--- src/design/gcct_pkg.sv ---
// ----------------------------------------------------------------------------
// gcct_pkg
// Shared constants, opcodes and controller/datapath command and status types
// for the graph coloring conflict tracker.
// ----------------------------------------------------------------------------
package gcct_pkg;

	localparam int MAX_VERTICES = 64;
	localparam int MAX_COLORS   = 32;

	// field widths
	localparam int VTX_W   = 6;
	localparam int COL_W   = 6;
	localparam int VC_W    = 7;
	localparam int DELTA_W = 7;
	localparam int CONF_W  = 11;
	localparam int USED_W  = 6;
	localparam int MASK_W  = 32;

	// internal widths
	localparam int CIDX_W  = $clog2(MAX_COLORS);
	localparam int CNT_W   = $clog2(MAX_VERTICES + 1);
	localparam int AVAIL_N = (MAX_COLORS < MASK_W) ? MAX_COLORS : MASK_W;
	localparam int TOP_CAP = AVAIL_N - 1;

	typedef logic [1:0] opcode_t;
	localparam opcode_t OP_EDGE   = 2'd0;
	localparam opcode_t OP_ASSIGN = 2'd1;
	localparam opcode_t OP_EVAL   = 2'd2;

	typedef struct packed {
		logic capture;
		logic rd_v;
		logic rd_w;
		logic walk;
		logic wr_v;
		logic wr_w;
		logic apply;
		logic load;
	} gcct_cmd_t;

	typedef struct packed {
		opcode_t op;
		logic    bad;
		logic    edge_new;
		logic    walk_last;
		logic    out_busy;
	} gcct_stat_t;

endpackage

--- src/design/gcct_ctrl.sv ---
// ----------------------------------------------------------------------------
// gcct_ctrl
// Sequencer: reads the two rows and colors, walks the neighbor colors,
// writes edges, applies the update and hands the result to the output.
// ----------------------------------------------------------------------------
module gcct_ctrl (
	input  logic                clk,
	input  logic                arst_n,
	input  logic                item_valid,
	output logic                item_ready,
	input  gcct_pkg::gcct_stat_t stat,
	output gcct_pkg::gcct_cmd_t  cmd
);
	import gcct_pkg::*;

	localparam logic [3:0] ST_IDLE   = 4'd0;
	localparam logic [3:0] ST_RD_V   = 4'd1;
	localparam logic [3:0] ST_RD_W   = 4'd2;
	localparam logic [3:0] ST_DECIDE = 4'd3;
	localparam logic [3:0] ST_WALK   = 4'd4;
	localparam logic [3:0] ST_DRAIN  = 4'd5;
	localparam logic [3:0] ST_WR_V   = 4'd6;
	localparam logic [3:0] ST_WR_W   = 4'd7;
	localparam logic [3:0] ST_APPLY  = 4'd8;
	localparam logic [3:0] ST_LOAD   = 4'd9;

	logic [3:0] state_q;
	logic [3:0] state_d;

	assign item_ready = (state_q == ST_IDLE);

	always_comb begin
		state_d = state_q;
		cmd     = '0;
		case (state_q)
			ST_IDLE: begin
				if (item_valid) begin
					cmd.capture = 1'b1;
					state_d     = ST_RD_V;
				end
			end
			ST_RD_V: begin
				cmd.rd_v = 1'b1;
				state_d  = ST_RD_W;
			end
			ST_RD_W: begin
				cmd.rd_w = 1'b1;
				state_d  = ST_DECIDE;
			end
			ST_DECIDE: begin
				if (stat.bad) begin
					state_d = ST_APPLY;
				end else begin
					case (stat.op)
						OP_EDGE:   state_d = stat.edge_new ? ST_WR_V : ST_APPLY;
						OP_ASSIGN: state_d = ST_WALK;
						OP_EVAL:   state_d = ST_WALK;
						default:   state_d = ST_APPLY;
					endcase
				end
			end
			ST_WALK: begin
				cmd.walk = 1'b1;
				if (stat.walk_last) begin
					state_d = ST_DRAIN;
				end
			end
			ST_DRAIN: begin
				state_d = ST_APPLY;
			end
			ST_WR_V: begin
				cmd.wr_v = 1'b1;
				state_d  = ST_WR_W;
			end
			ST_WR_W: begin
				cmd.wr_w = 1'b1;
				state_d  = ST_APPLY;
			end
			ST_APPLY: begin
				cmd.apply = 1'b1;
				state_d   = ST_LOAD;
			end
			ST_LOAD: begin
				// hold until the output register is free
				if (!stat.out_busy) begin
					cmd.load = 1'b1;
					state_d  = ST_IDLE;
				end
			end
			default: begin
				state_d = ST_IDLE;
			end
		endcase
	end

	always_ff @(posedge clk or negedge arst_n) begin
		if (!arst_n) begin
			state_q <= ST_IDLE;
		end else begin
			state_q <= state_d;
		end
	end

endmodule

--- config.mk ---
export PLATFORM = sky130hd
export DESIGN_NAME = gcct_ctrl
export DESIGN_NICKNAME = d
export VERILOG_FILES = /design/src/design/gcct_pkg.sv /design/src/design/gcct_ctrl.sv
export SDC_FILE = /design/constraint.sdc
export NUM_CORES = 1
export LEC_CHECK = 0
export BUFFER_PORTS_ARGS = -buffer_cell sky130_fd_sc_hd__buf_2
export CORE_AREA = 2 2 39 41
export CTS_CLUSTER_DIAMETER = 60
export CTS_CLUSTER_SIZE = 12
export DETAILED_ROUTE_END_ITERATION = 10
export DIE_AREA = 0 0 41 43
export MAX_ROUTING_LAYER = met4
export PLACE_DENSITY_LB_ADDON = 0.12
export SETUP_SLACK_MARGIN = 0.15
export SYNTH_ARGS = -nofsm -noshare
export SYNTH_HDL_FRONTEND = slang
export SYNTH_SLANG_ARGS = --single-unit
--- constraint.sdc ---
create_clock -name clk -period 3.4 [get_ports clk]
set_input_delay 0.34 -clock clk [delete_from_list [all_inputs] [get_ports clk]]
set_output_delay 0.34 -clock clk [all_outputs]
set_load 0.02 [all_outputs]
==> out/qor.yml, run 1 <==
setup-tns-final_ns: 0
ioPinCount: 18
place.port_buffers: 17
final-instance-count-excl-fill: 79
clock_sink_count: 4
global_route.usage.total_pct: 11.9
worst-endpoint-required_ns: 3.06
cts_tree: "built"
synth-seq-cells: 4
dp.final_hpwl_um: 657
largest_registers: "state_q x4"
number_of_routed_nets_with_antenna_violations: 0
synth.largest_area_cell: "sky130_fd_sc_hd__dfrtp_1"
grt_pass1_wl_mm: 1.28
synth_cells: 45
run_status: "completed"
n_antenna_cell: 0
power.leakage_nw: 0.253
setup.worst_path.class: "register to output port"
worst_setup_path_end_kind: "output port"
avgSynthCellArea_um2: 8.06
nets: 76
timing.final.crit_period_ns: 1.84
floorplan.core_area_um2: 1380
grt_pass1_vias: 321
postSynth.topFlopCell: "sky130_fd_sc_hd__dfrtp_1"
firstDrtPassIters: 2
fmax_ghz: 0.544
grt_overflow_total: 0
grt_setup_unrepaired: "no"
yosys-top-cells-count: "sky130_fd_sc_hd__inv_1 (5), sky130_fd_sc_hd__dfrtp_1 (4), sky130_fd_sc_hd__nand2_1 (4), sky130_fd_sc_hd__nand2b_1 (4), sky130_fd_sc_hd__nor3_1 (4)"
detail_route.wl_per_cell_um: 10.8
route.detailed.vias_per_inst: 4.71
drc_violations_left: 0
largest_net_degree_at_the_start_of_global_routing: 12
ys_top_cells_by_area: "sky130_fd_sc_hd__dfrtp_1 (28%), sky130_fd_sc_hd__ha_1 (6.9%), sky130_fd_sc_hd__nand2b_1 (6.9%)"
sequential_share_of_the_synthesized_area_pct: 27.6
final_layout_size_suffix_gt1_share_pct: 36.5
power-per-cell-area_nw_per_um2: 734
timing.max_slew.rel_slack_pct: 77.5
max_flop_register: "state_q"
hold_path_class: "primary input to register"
synth.cell_area_um2: 363
period_share_pct: 54.1
number_of_enable_type_register_cells_in_the_synthesized_netlist: 0
ys_warn_count: 0
vias: 372
cts-root-to-sink-buffers: 2
syn_nets: 56
netlist.area_leader.share_pct: 27.6
peakVddDrop_uv: 219
worst-path-max-fanout: 10
design.die.area_um2: 1760
floorplan.initialDensity_pct: 26.2
largest_register_ffs: 4
fin_skew_ns: 0.00747
cp-start-kind: "register"
globalplace.congestion: 0.777
die-width_um: 41
routed_wirelength_um: 852
htree_levels: 1
synth-async-reset-ratio_pct: 100
clockRootBuffer: "sky130_fd_sc_hd__clkbuf_4"
die-height_um: 43
numPlacedInstances: 75
insertion_delay_ns: 0.24
timing.final.max_slew_violations: 0
finalSetupViolCount: 0
utilization_pct: 34.4
detail_route.iter0.violations: 6
worst_pin_slew_ns: 0.337
post-synth-top-count-cell: "sky130_fd_sc_hd__inv_1"
max_cap_violations: 0
synthToLayoutAreaGrowth_pct: 31.4
numCtsBuffers: 3
path_clk_slew_ns: 0.04
cp.arrival_ns: 1.50
final_hold_viol_count: 0
grt_antenna_before_repair: 0
row_count: 14
netlist-cell-type-count: 26
==> path summary, 6_finish.rpt <==
check	startpoint	to	slack, ns	cells after the start
worst max-delay path	state_q[1]$_DFFE_PN0P_	cmd[6]	1.56	4
worst min-delay path	stat[1]	state_q[0]$_DFFE_PN0P_	0.36	3
worst max register to register	state_q[0]$_DFFE_PN0P_	state_q[2]$_DFFE_PN0P_	2.02	3
worst min register to register	state_q[2]$_DFFE_PN0P_	state_q[3]$_DFFE_PN0P_	0.66	2
max in group asynchronous	arst_n	state_q[2]$_DFFE_PN0P_	2.84	2
min in group asynchronous	arst_n	state_q[0]$_DFFE_PN0P_	0.43	2
==> placed cells by master, fill, tap and decap left out <==
cell type                       synthesis  final
sky130_fd_sc_hd__nand3_1                1      1
sky130_fd_sc_hd__inv_1                  5      5
sky130_fd_sc_hd__or3_1                  1      1
sky130_fd_sc_hd__nand2_1                4      4
sky130_fd_sc_hd__nand2b_1               4      4
sky130_fd_sc_hd__o221ai_2               1      1
sky130_fd_sc_hd__dlygate4sd3_1          0      1
sky130_fd_sc_hd__dfrtp_1                4      4
sky130_fd_sc_hd__nor4_1                 1      1
sky130_fd_sc_hd__nand2_2                1      1
sky130_fd_sc_hd__nor2b_1                1      1
sky130_fd_sc_hd__buf_2                  1     17
sky130_fd_sc_hd__nor3_1                 4      4
sky130_fd_sc_hd__o21ai_0                1      1
sky130_fd_sc_hd__mux2i_1                1      1
sky130_fd_sc_hd__or4b_4                 1      1
sky130_fd_sc_hd__ha_1                   2      2
sky130_fd_sc_hd__o22ai_1                1      1
sky130_fd_sc_hd__a21oi_1                1      1
sky130_fd_sc_hd__or4_1                  1      1
sky130_fd_sc_hd__a221oi_1               1      1
sky130_fd_sc_hd__clkbuf_4               0      3
sky130_fd_sc_hd__o211ai_1               1      1
sky130_fd_sc_hd__a211o_1                1      1
sky130_fd_sc_hd__nor2_1                 3      3
sky130_fd_sc_hd__and2_1                 1      1
==> cell type report <==
type	count	area, um2
well taps	16	20.0
clock buffers	3	22.5
multi-input cells	33	220
flip-flops and latches	4	100
fillers	156	907
repair buffers	18	95.1
inverters	5	18.8
==> kinds of logic after synthesis <==
family | count (synthesis) | synth area share, %
AND/OR/NAND/NOR | 23 | 35.5
buffers and inverters | 8 | 11.7
AO/OA/AOI/OAI | 7 | 15.5
flip-flops | 4 | 27.6
adder cells (fa/ha/maj) | 2 | 6.90
multiplexers | 1 | 2.76
==> worst max-delay path, cell delays in order (launching register included) <==
cell,delay [ns]
sky130_fd_sc_hd__dfrtp_1,0.49
sky130_fd_sc_hd__nand2b_1,0.21
sky130_fd_sc_hd__or3_1,0.35
sky130_fd_sc_hd__inv_1,0.07
sky130_fd_sc_hd__buf_2,0.15
==> report_power, final <==
| part | leakage (nW) | internal (W) | total [W] | switching [W] |
|---|---|---|---|---|
| combinational | 0.188 | 0.0000781 | 0.000175 | 0.0000972 |
| sequential | 0.0515 | 0.0000659 | 0.000116 | 0.0000502 |
| clock | 0.0138 | 0.0000394 | 0.0000585 | 0.0000191 |
==> layer usage <==
metal	global-route usage (%)	wire length (um)
met1	12.3	362
met2	17.5	456
met3	3.14	33
met4	10.0	0
met5	-	0
==> through the flow <==
| step | worst slack (ns) | power (W) | hold slack [ns] | area, um2 |
|---|---|---|---|---|
| after global placement | 1.80 | 0.000297 | 0.149 | 444 |
| after detailed placement | 1.82 | 0.000291 | 0.146 | 444 |
| final | 1.56 | 0.000350 | 0.360 | 477 |
| after CTS | 1.56 | 0.000354 | 0.350 | 477 |
| after global routing | 1.49 | 0.000376 | 0.390 | 477 |
| after floorplan | 1.45 | 0.000256 | 0.0444 | 363 |
==> what timing repair did <==
| action | CTS | global route |
|---|---|---|
| endpoints found under the hold margin | 4 | 0 |
| buffers inserted | 0 | 0 |
| resized for setup | 0 | 0 |
| hold buffers | 1 | 0 |
Power figures use the tool's default switching activity.
==> run 2, diff against run 1 <==
- ABC_AREA: unset -> 1
- clock period: 3.4 -> 1.9 ns (I/O delays scaled with it)
==> run 2 against run 1 <==
Compared with the run above: critical path depth unchanged; final cell count increased by 25%; clock-buffer cell count unchanged; area after synthesis increased by 7.2%; combinational power increased by 120%; setup slack got worse by 1.1 ns; sequential power increased by 51%; critical endpoint is now cmd[3]; largest power group unchanged.
==> out/qor.yml, run 2 <==
path_cells: "nor2_1 > nand2_1 > nor2_1 > buf_2"  # was nand2b_1 > or3_1 > inv_1 > buf_2
synth_cells: 63  # was 45
worst_r2r_endpoint: "state_q[2]$_DFFE_PN0P_"  # unchanged
critPathTopFamily: "simple AND/OR/NAND/NOR gates"  # unchanged
synthToLayoutAreaGrowth_pct: 32.5  # was 31.4%
cts_repair_resize_count: 0  # unchanged
globalplace.congestion: 0.658  # was 0.777
dp.final_hpwl_um: 696  # was 657 um
critPathBufInv: 1  # was 2
row_count: 14  # unchanged
cp.arrival_ns: 1.23  # was 1.50 ns
layout_commonest_cell: "sky130_fd_sc_hd__buf_2"  # unchanged
worst_path_max_delay_cell: "sky130_fd_sc_hd__dfrtp_1"  # unchanged
worst_setup_path_end_kind: "output port"  # unchanged
n_antenna_cell: 0  # unchanged
grt_setup_unrepaired: "no"  # unchanged
routed_wirelength_um: 783  # was 852 um
syn_nets: 74  # was 56
sequential_share_of_the_synthesized_area_pct: 25.7  # was 27.6%
nets: 96  # was 76
numCtsBuffers: 3  # unchanged
post-route-worst-setup-slack_ns: 0.481  # was 1.56 ns
grt_overflow_total: 0  # unchanged
timing.final.max_slew_violations: 0  # unchanged
htree_levels: 1  # unchanged
run_status: "completed"  # unchanged
detail_route.wl_per_cell_um: 7.91  # was 10.8 um
number_of_enable_type_register_cells_in_the_synthesized_netlist: 0  # unchanged
timing.final.crit_period_ns: 1.42
power.leakage_nw: 0.326  # was 0.253 nW
floorplan.core_area_um2: 1380  # unchanged
max_cap_violations: 0  # unchanged
cts-root-to-sink-buffers: 2  # unchanged
die-height_um: 43  # unchanged
cts_tree: "built"  # unchanged
hold_depth: 3  # unchanged
clockRootBuffer: "sky130_fd_sc_hd__clkbuf_4"  # unchanged
design.die.area_um2: 1760  # unchanged
netlist.area_leader.share_pct: 25.7  # was 27.6%
ff2ff_setup_slack_ns: 0.88  # was 2.02 ns
floorplan.initialDensity_pct: 28.1  # was 26.2%
netlist-cell-type-count: 17  # was 26
utilization_pct: 37.3  # was 34.4%
largest_net_degree_at_the_start_of_global_routing: 9  # was 12
detail_route.iter0.violations: 5  # was 6
synth-async-reset-ratio_pct: 100  # unchanged
cp-start-kind: "register"  # unchanged
period_share_pct: 74.7
total_power_w: 0.000669  # was 0.000350 W
global_route.usage.total_pct: 11.7  # was 11.9%
critical_path_cell_count: 4  # unchanged
fmax_ghz: 0.705
synth.largest_area_cell: "sky130_fd_sc_hd__dfrtp_1"  # unchanged
synth-seq-cells: 4  # unchanged
ioPinCount: 18  # unchanged
path_common_cell: "sky130_fd_sc_hd__nor2_1"
worst_pin_slew_ns: 0.280  # was 0.337 ns
setup.worst_path.class: "register to output port"  # unchanged
insertion_delay_ns: 0.23  # was 0.24 ns
max_flop_register: "state_q"  # unchanged
worst_stage_delay_on_the_critical_path_ns: 0.42  # was 0.49 ns
power-per-cell-area_nw_per_um2: 1300  # was 734 nW/um2
fillCellCount: 166  # was 156
hold_ws_ns: 0.236  # was 0.360 ns
avgSynthCellArea_um2: 6.18  # was 8.06 um2
synth.cell_area_um2: 389  # was 363 um2
grt_antenna_before_repair: 0  # unchanged
route.detailed.vias_per_inst: 4.38  # was 4.71
yosys-top-cells-count: "sky130_fd_sc_hd__nand2_1 (14), sky130_fd_sc_hd__inv_1 (13), sky130_fd_sc_hd__nor2_1 (10)"  # was sky130_fd_sc_hd__inv_1 (5), sky130_fd_sc_hd__dfrtp_1 (4), sky130_fd_sc_hd__nand2_1 (4), sky130_fd_sc_hd__nand2b_1 (4), sky130_fd_sc_hd__nor3_1 (4)
setup-tns-final_ns: 0  # unchanged
ys_warn_count: 0  # unchanged
timing.max_slew.rel_slack_pct: 81.3  # was 77.5%
vias: 434  # was 372
peakVddDrop_uv: 398  # was 219 uV
worst-endpoint-required_ns: 1.71  # was 3.06 ns
worst-path-max-fanout: 5  # was 10
grt_pass1_vias: 361  # was 321
crit_path_end: "cmd[3]"  # was cmd[6]
crit_start: "state_q[3]$_DFFE_PN0P_"  # was state_q[1]$_DFFE_PN0P_
number_of_routed_nets_with_antenna_violations: 0  # unchanged
clock_sink_count: 4  # unchanged
path_clk_slew_ns: 0.04  # about the same
final_hold_viol_count: 0  # unchanged
ys_top_cells_by_area: "sky130_fd_sc_hd__dfrtp_1 (26%), sky130_fd_sc_hd__nand2_1 (14%), sky130_fd_sc_hd__inv_1 (13%)"  # was sky130_fd_sc_hd__dfrtp_1 (28%), sky130_fd_sc_hd__ha_1 (6.9%), sky130_fd_sc_hd__nand2b_1 (6.9%)
grt_pass1_wl_mm: 1.33  # was 1.28 mm
firstDrtPassIters: 4  # was 2
die-width_um: 41  # unchanged
regToRegStartpoint: "state_q[1]$_DFFE_PN0P_"  # was state_q[0]$_DFFE_PN0P_
largest_registers: "state_q x4"  # unchanged
largest_register_ffs: 4  # unchanged
timing.reg2reg.worst_path_depth: 4  # was 3
post-synth-top-count-cell: "sky130_fd_sc_hd__nand2_1"  # was sky130_fd_sc_hd__inv_1
final_layout_size_suffix_gt1_share_pct: 34.9  # was 36.5%
finalSetupViolCount: 0  # unchanged
fin_skew_ns: 0.00139  # was 0.00747 ns
final_cell_mix: "sky130_fd_sc_hd__buf_2 (17), sky130_fd_sc_hd__nand2_1 (14), sky130_fd_sc_hd__inv_1 (13), sky130_fd_sc_hd__nor2_1 (10)"  # was sky130_fd_sc_hd__buf_2 (17), sky130_fd_sc_hd__inv_1 (5)
hold_path_class: "primary input to register"  # unchanged
place.port_buffers: 17  # unchanged
dp_worst_setup_slack_ns: 0.711  # was 1.82 ns
drc_violations_left: 0  # unchanged
postSynth.topFlopCell: "sky130_fd_sc_hd__dfrtp_1"  # unchanged
[run 2: changes by cell type after synthesis, moves of 2 or more]
cell and change:
sky130_fd_sc_hd__nand4_1 +2, sky130_fd_sc_hd__inv_2 +2, sky130_fd_sc_hd__nand2b_1 -4, sky130_fd_sc_hd__nand3_1 +3
sky130_fd_sc_hd__nor2_1 +7, sky130_fd_sc_hd__nor2_2 +4, sky130_fd_sc_hd__nor3_1 -3, sky130_fd_sc_hd__nand2_1 +10
sky130_fd_sc_hd__inv_1 +8
[run 2: final cells by class]
type | count | area (um2) | area share [%]
Clock buffer | 3 | 22.5 | 4.37
Inverter | 15 | 56.3 | 10.9
Multi-Input combinational cell | 43 | 221 | 43.0
Sequential cell | 4 | 100 | 19.4
Tap cell | 16 | 20.0 | 3.88
Timing Repair Buffer | 18 | 95.1 | 18.4
[run 2: worst min-delay path by stage]
stage	start	endpoint	slack, ns
after floorplan	arst_n	state_q[0]$_DFFE_PN0P_	-0.11
after global placement	arst_n	state_q[1]$_DFFE_PN0P_	-0.002
after detailed placement	arst_n	state_q[1]$_DFFE_PN0P_	-0.003
after CTS	stat[0]	state_q[0]$_DFFE_PN0P_	0.23
after global routing	stat[0]	state_q[0]$_DFFE_PN0P_	0.24
final	stat[0]	state_q[0]$_DFFE_PN0P_	0.24
[run 2: logic make-up (layout without fill, tap and decap cells)]
family | after synthesis | count (layout) | synth area share, %
AO/OA/AOI/OAI | 3 | 3 | 5.47
adder cells (fa/ha/maj) | 2 | 2 | 6.43
buffers and inverters | 16 | 36 | 17.4
AND/OR/NAND/NOR | 38 | 38 | 45.0
flip-flops | 4 | 4 | 25.7
[run 2: what timing repair did]
item                      CTS  global route
hold buffers                1             0
hold endpoints to repair    4             0
buffers inserted            0             0
[run 2: power breakdown]
part / internal (W) / switching, W / total [W]
Clock: 0.0000704 / 0.0000305 / 0.000101
Combinational: 0.000138 / 0.000255 / 0.000393
Sequential: 0.000120 / 0.0000551 / 0.000175
[run 2: metal layers]
layer	GRT usage [%]	up-vias	wire (um)
met2	17.8	11	414
li1	-	235	-
met1	12.4	188	321
met3	4.71	0	47
met4	6.00	0	0
met5	-	-	0
[run 2: through the flow]
step	instances	instance area [um2]
2_1_floorplan	63	389
3_3_place_gp	95	483
3_5_place_dp	95	483
4_1_cts	99	515
5_1_grt	99	515
6_report	99	515
[run 2: worst min-delay path, cell delays in order]
cell and delay (ns):
sky130_fd_sc_hd__buf_2 0.11, sky130_fd_sc_hd__nand3_2 0.08, sky130_fd_sc_hd__a21oi_2 0.05
==> run 3, diff against run 2 <==
- ABC_AREA: 1 -> 0
- clock period: 1.9 -> 1.4 ns (I/O delays scaled with it)
==> run 3 against run 2 <==
Compared with the run above: the flow now finishes with violations (negative setup slack); design area increased by 46%; worst hold slack got worse by 0.067 ns; setup slack got worse by 0.54 ns; clock skew increased by 0.00062 ns; sequential share of layout area decreased by 5.4 points; final cell count decreased by 6.1%; die area unchanged; first-iteration DRC count increased by 120%; combinational power increased to 2.7 times the previous value; critical path depth unchanged; non-clock buffer count increased by 14; wire length increased by 52%; highest routed layer is now met4.
==> out/qor.yml, run 3 (same netlist as run 1, synthesis figures left out) <==
hold_ws_ns: 0.168  # was 0.236 ns
path_cells: "nand2b_4 > or3_4 > inv_2 > buf_6"  # was nor2_1 > nand2_1 > nor2_1 > buf_2
grt_setup_unrepaired: "yes"  # was no
place.port_buffers: 17  # unchanged
timing.max_slew.rel_slack_pct: 82.4  # was 81.3%
numCtsBuffers: 3  # unchanged
largest_net_degree_at_the_start_of_global_routing: 11  # was 9
multi_input_gate_area_um2: 328  # was 221 um2
fillCellCount: 123  # was 166
largest_register_ffs: 4  # unchanged
row_count: 14  # unchanged
timing.reg2reg.worst_path_depth: 4  # unchanged
synthToLayoutAreaGrowth_pct: 107  # was 32.5%
floorplan.core_area_um2: 1380  # unchanged
layout_commonest_cell: "sky130_fd_sc_hd__buf_4"  # was sky130_fd_sc_hd__buf_2
largest_registers: "state_q x4"  # unchanged
worst-endpoint-required_ns: 1.26  # was 1.71 ns
post-route-worst-setup-slack_ns: -0.0595  # was 0.481 ns
worst_stage_delay_on_the_critical_path_ns: 0.43  # was 0.42 ns
clock_sink_count: 4  # unchanged
layout.area.seq_um2: 105  # was 100 um2
total_power_w: 0.00147  # was 0.000669 W
max_flop_register: "state_q"  # unchanged
power.leakage_nw: 0.374  # was 0.326 nW
globalplace.congestion: 0.734  # was 0.658
vias: 460  # was 434
worst_path_max_delay_cell: "sky130_fd_sc_hd__dfrtp_2"  # was sky130_fd_sc_hd__dfrtp_1
max_cap_violations: 0  # unchanged
nets: 90  # was 96
fmax_ghz: 0.685
cts_tree: "built"  # unchanged
detail_route.iter0.violations: 11  # was 5
grt_antenna_before_repair: 0  # unchanged
floorplan.initialDensity_pct: 26.2  # was 28.1%
cp.arrival_ns: 1.32  # was 1.23 ns
setup.worst_path.class: "register to output port"  # unchanged
worst-path-max-fanout: 3  # was 5
worst_r2r_endpoint: "state_q[1]$_DFFE_PN0P_"  # was state_q[2]$_DFFE_PN0P_
worst_pin_slew_ns: 0.264  # was 0.280 ns
dp_worst_setup_slack_ns: 0.0397  # was 0.711 ns
critPathTopFamily: "simple AND/OR/NAND/NOR gates"  # unchanged
worst_setup_path_end_kind: "output port"  # unchanged
final_layout_size_suffix_gt1_share_pct: 71.4  # was 34.9%
die-height_um: 43  # unchanged
ff2ff_setup_slack_ns: 0.01  # was 0.88 ns
ioPinCount: 18  # unchanged
dp.final_hpwl_um: 733  # was 696 um
fin_skew_ns: 0.00201  # was 0.00139 ns
final_cell_mix: "sky130_fd_sc_hd__buf_4 (14), sky130_fd_sc_hd__buf_6 (9), sky130_fd_sc_hd__buf_2 (8)"  # was sky130_fd_sc_hd__buf_2 (17), sky130_fd_sc_hd__nand2_1 (14), sky130_fd_sc_hd__inv_1 (13), sky130_fd_sc_hd__nor2_1 (10)
period_share_pct: 104
htree_levels: 1  # unchanged
timing.final.crit_period_ns: 1.46
detail_route.wl_per_cell_um: 12.8  # was 7.91 um
holdCritStartpoint: "stat[1]"  # was stat[0]
grt_pass1_wl_mm: 1.73  # was 1.33 mm
clockRootBuffer: "sky130_fd_sc_hd__clkbuf_4"  # unchanged
design.die.area_um2: 1760  # unchanged
number_of_routed_nets_with_antenna_violations: 0  # unchanged
finalSetupViolCount: 4  # was 0
n_antenna_cell: 0  # unchanged
hold_path_class: "primary input to register"  # unchanged
drc_violations_left: 0  # unchanged
cts-root-to-sink-buffers: 2  # unchanged
path_clk_slew_ns: 0.03  # was 0.04 ns
final_hold_viol_count: 0  # unchanged
hold_depth: 3  # unchanged
critPathBufInv: 2  # was 1
routed_wirelength_mm: 1.19  # was 783 um
grt_overflow_total: 0  # unchanged
route.detailed.vias_per_inst: 4.95  # was 4.38
worst_hold_path.endpoint: "state_q[0]$_DFFE_PN0P_"  # unchanged
power-per-cell-area_nw_per_um2: 1960  # was 1300 nW/um2
cp-start-kind: "register"  # unchanged
regToRegStartpoint: "state_q[2]$_DFFE_PN0P_"  # was state_q[1]$_DFFE_PN0P_
insertion_delay_ns: 0.23  # about the same
peakVddDrop_uv: 874  # was 398 uV
die-width_um: 41  # unchanged
run_status: "finished with violations"  # was completed
global_route.usage.total_pct: 15.5  # was 11.7%
grt_pass1_vias: 375  # was 361
timing.final.max_slew_violations: 0  # unchanged
utilization_pct: 54.2  # was 37.3%
firstDrtPassIters: 4  # unchanged
failed_checks: "negative setup slack"
==> run 3: cell count changes in the layout (fill, tap and decap cells not counted), sizes merged, moves of 2 or more <==
cell / before / now
nand2: 15 / 5
nand2b: 0 / 4
nor3: 1 / 4
nor2: 14 / 3
inv: 15 / 5
nand3: 5 / 1
nand4: 2 / 0
buf: 17 / 31
==> run 3: how the worst max path moves through the flow <==
stage                                       from                      to  slack, ns  depth (start not counted)
after floorplan           state_q[0]$_DFFE_PN0P_                  cmd[7]        0.1                          3
after detailed placement  state_q[3]$_DFFE_PN0P_  state_q[1]$_DFFE_PN0P_       0.04                          3
after global routing      state_q[1]$_DFFE_PN0P_                  cmd[6]      -0.11                          4
after CTS                 state_q[1]$_DFFE_PN0P_                  cmd[6]      -0.05                          4
after global placement    state_q[3]$_DFFE_PN0P_  state_q[0]$_DFFE_PN0P_       0.04                          3
final                     state_q[1]$_DFFE_PN0P_                  cmd[6]      -0.06                          4
==> run 3: power by group <==
part           internal [W]  leakage (nW)  total (W)  switching [W]
combinational      0.000583         0.314    0.00106       0.000479
clock             0.0000956        0.0138   0.000139      0.0000435
sequential         0.000170        0.0461   0.000268      0.0000975
total              0.000849         0.374    0.00147       0.000620
==> run 3: layout make-up <==
type                            count  area share [%]
Clock buffer                        3            3.00
Inverter                            5            2.50
Sequential cell                     4            14.0
Multi-Input combinational cell     33            43.7
Tap cell                           16            2.67
Timing Repair Buffer               32            34.2
==> run 3: what timing repair did <==
item,in CTS,in global routing
pin swaps,4,8
resized for setup,26,9
hold buffers,1,0
endpoints found under the hold margin,4,0
setup endpoints to repair,12,12
buffers inserted,9,1
==> run 3: tightest hold or removal path: cells and delay by family <==
family | cells | cell delay (ns)
compound gates | 1 | 0.07
buf+inv | 2 | 0.14
==> run 3: stage by stage <==
step | area (um2) | setup TNS [ns] | instances
2_1_floorplan | 397 | 0 | 45
3_3_place_gp | 508 | 0 | 79
3_5_place_dp | 508 | 0 | 79
4_1_cts | 702 | -0.174 | 92
5_1_grt | 751 | -0.561 | 93
6_report | 751 | -0.121 | 93
==> run 3: routing by layer <==
metal	routed length, um	part of all wire (%)	GRT usage (%)	vias up
li1	-	-	-	225
met1	540	45	20.7	214
met2	569	48	21.3	17
met3	44	3.7	0	4
met4	36	3.0	12.0	0
met5	0	0	-	-
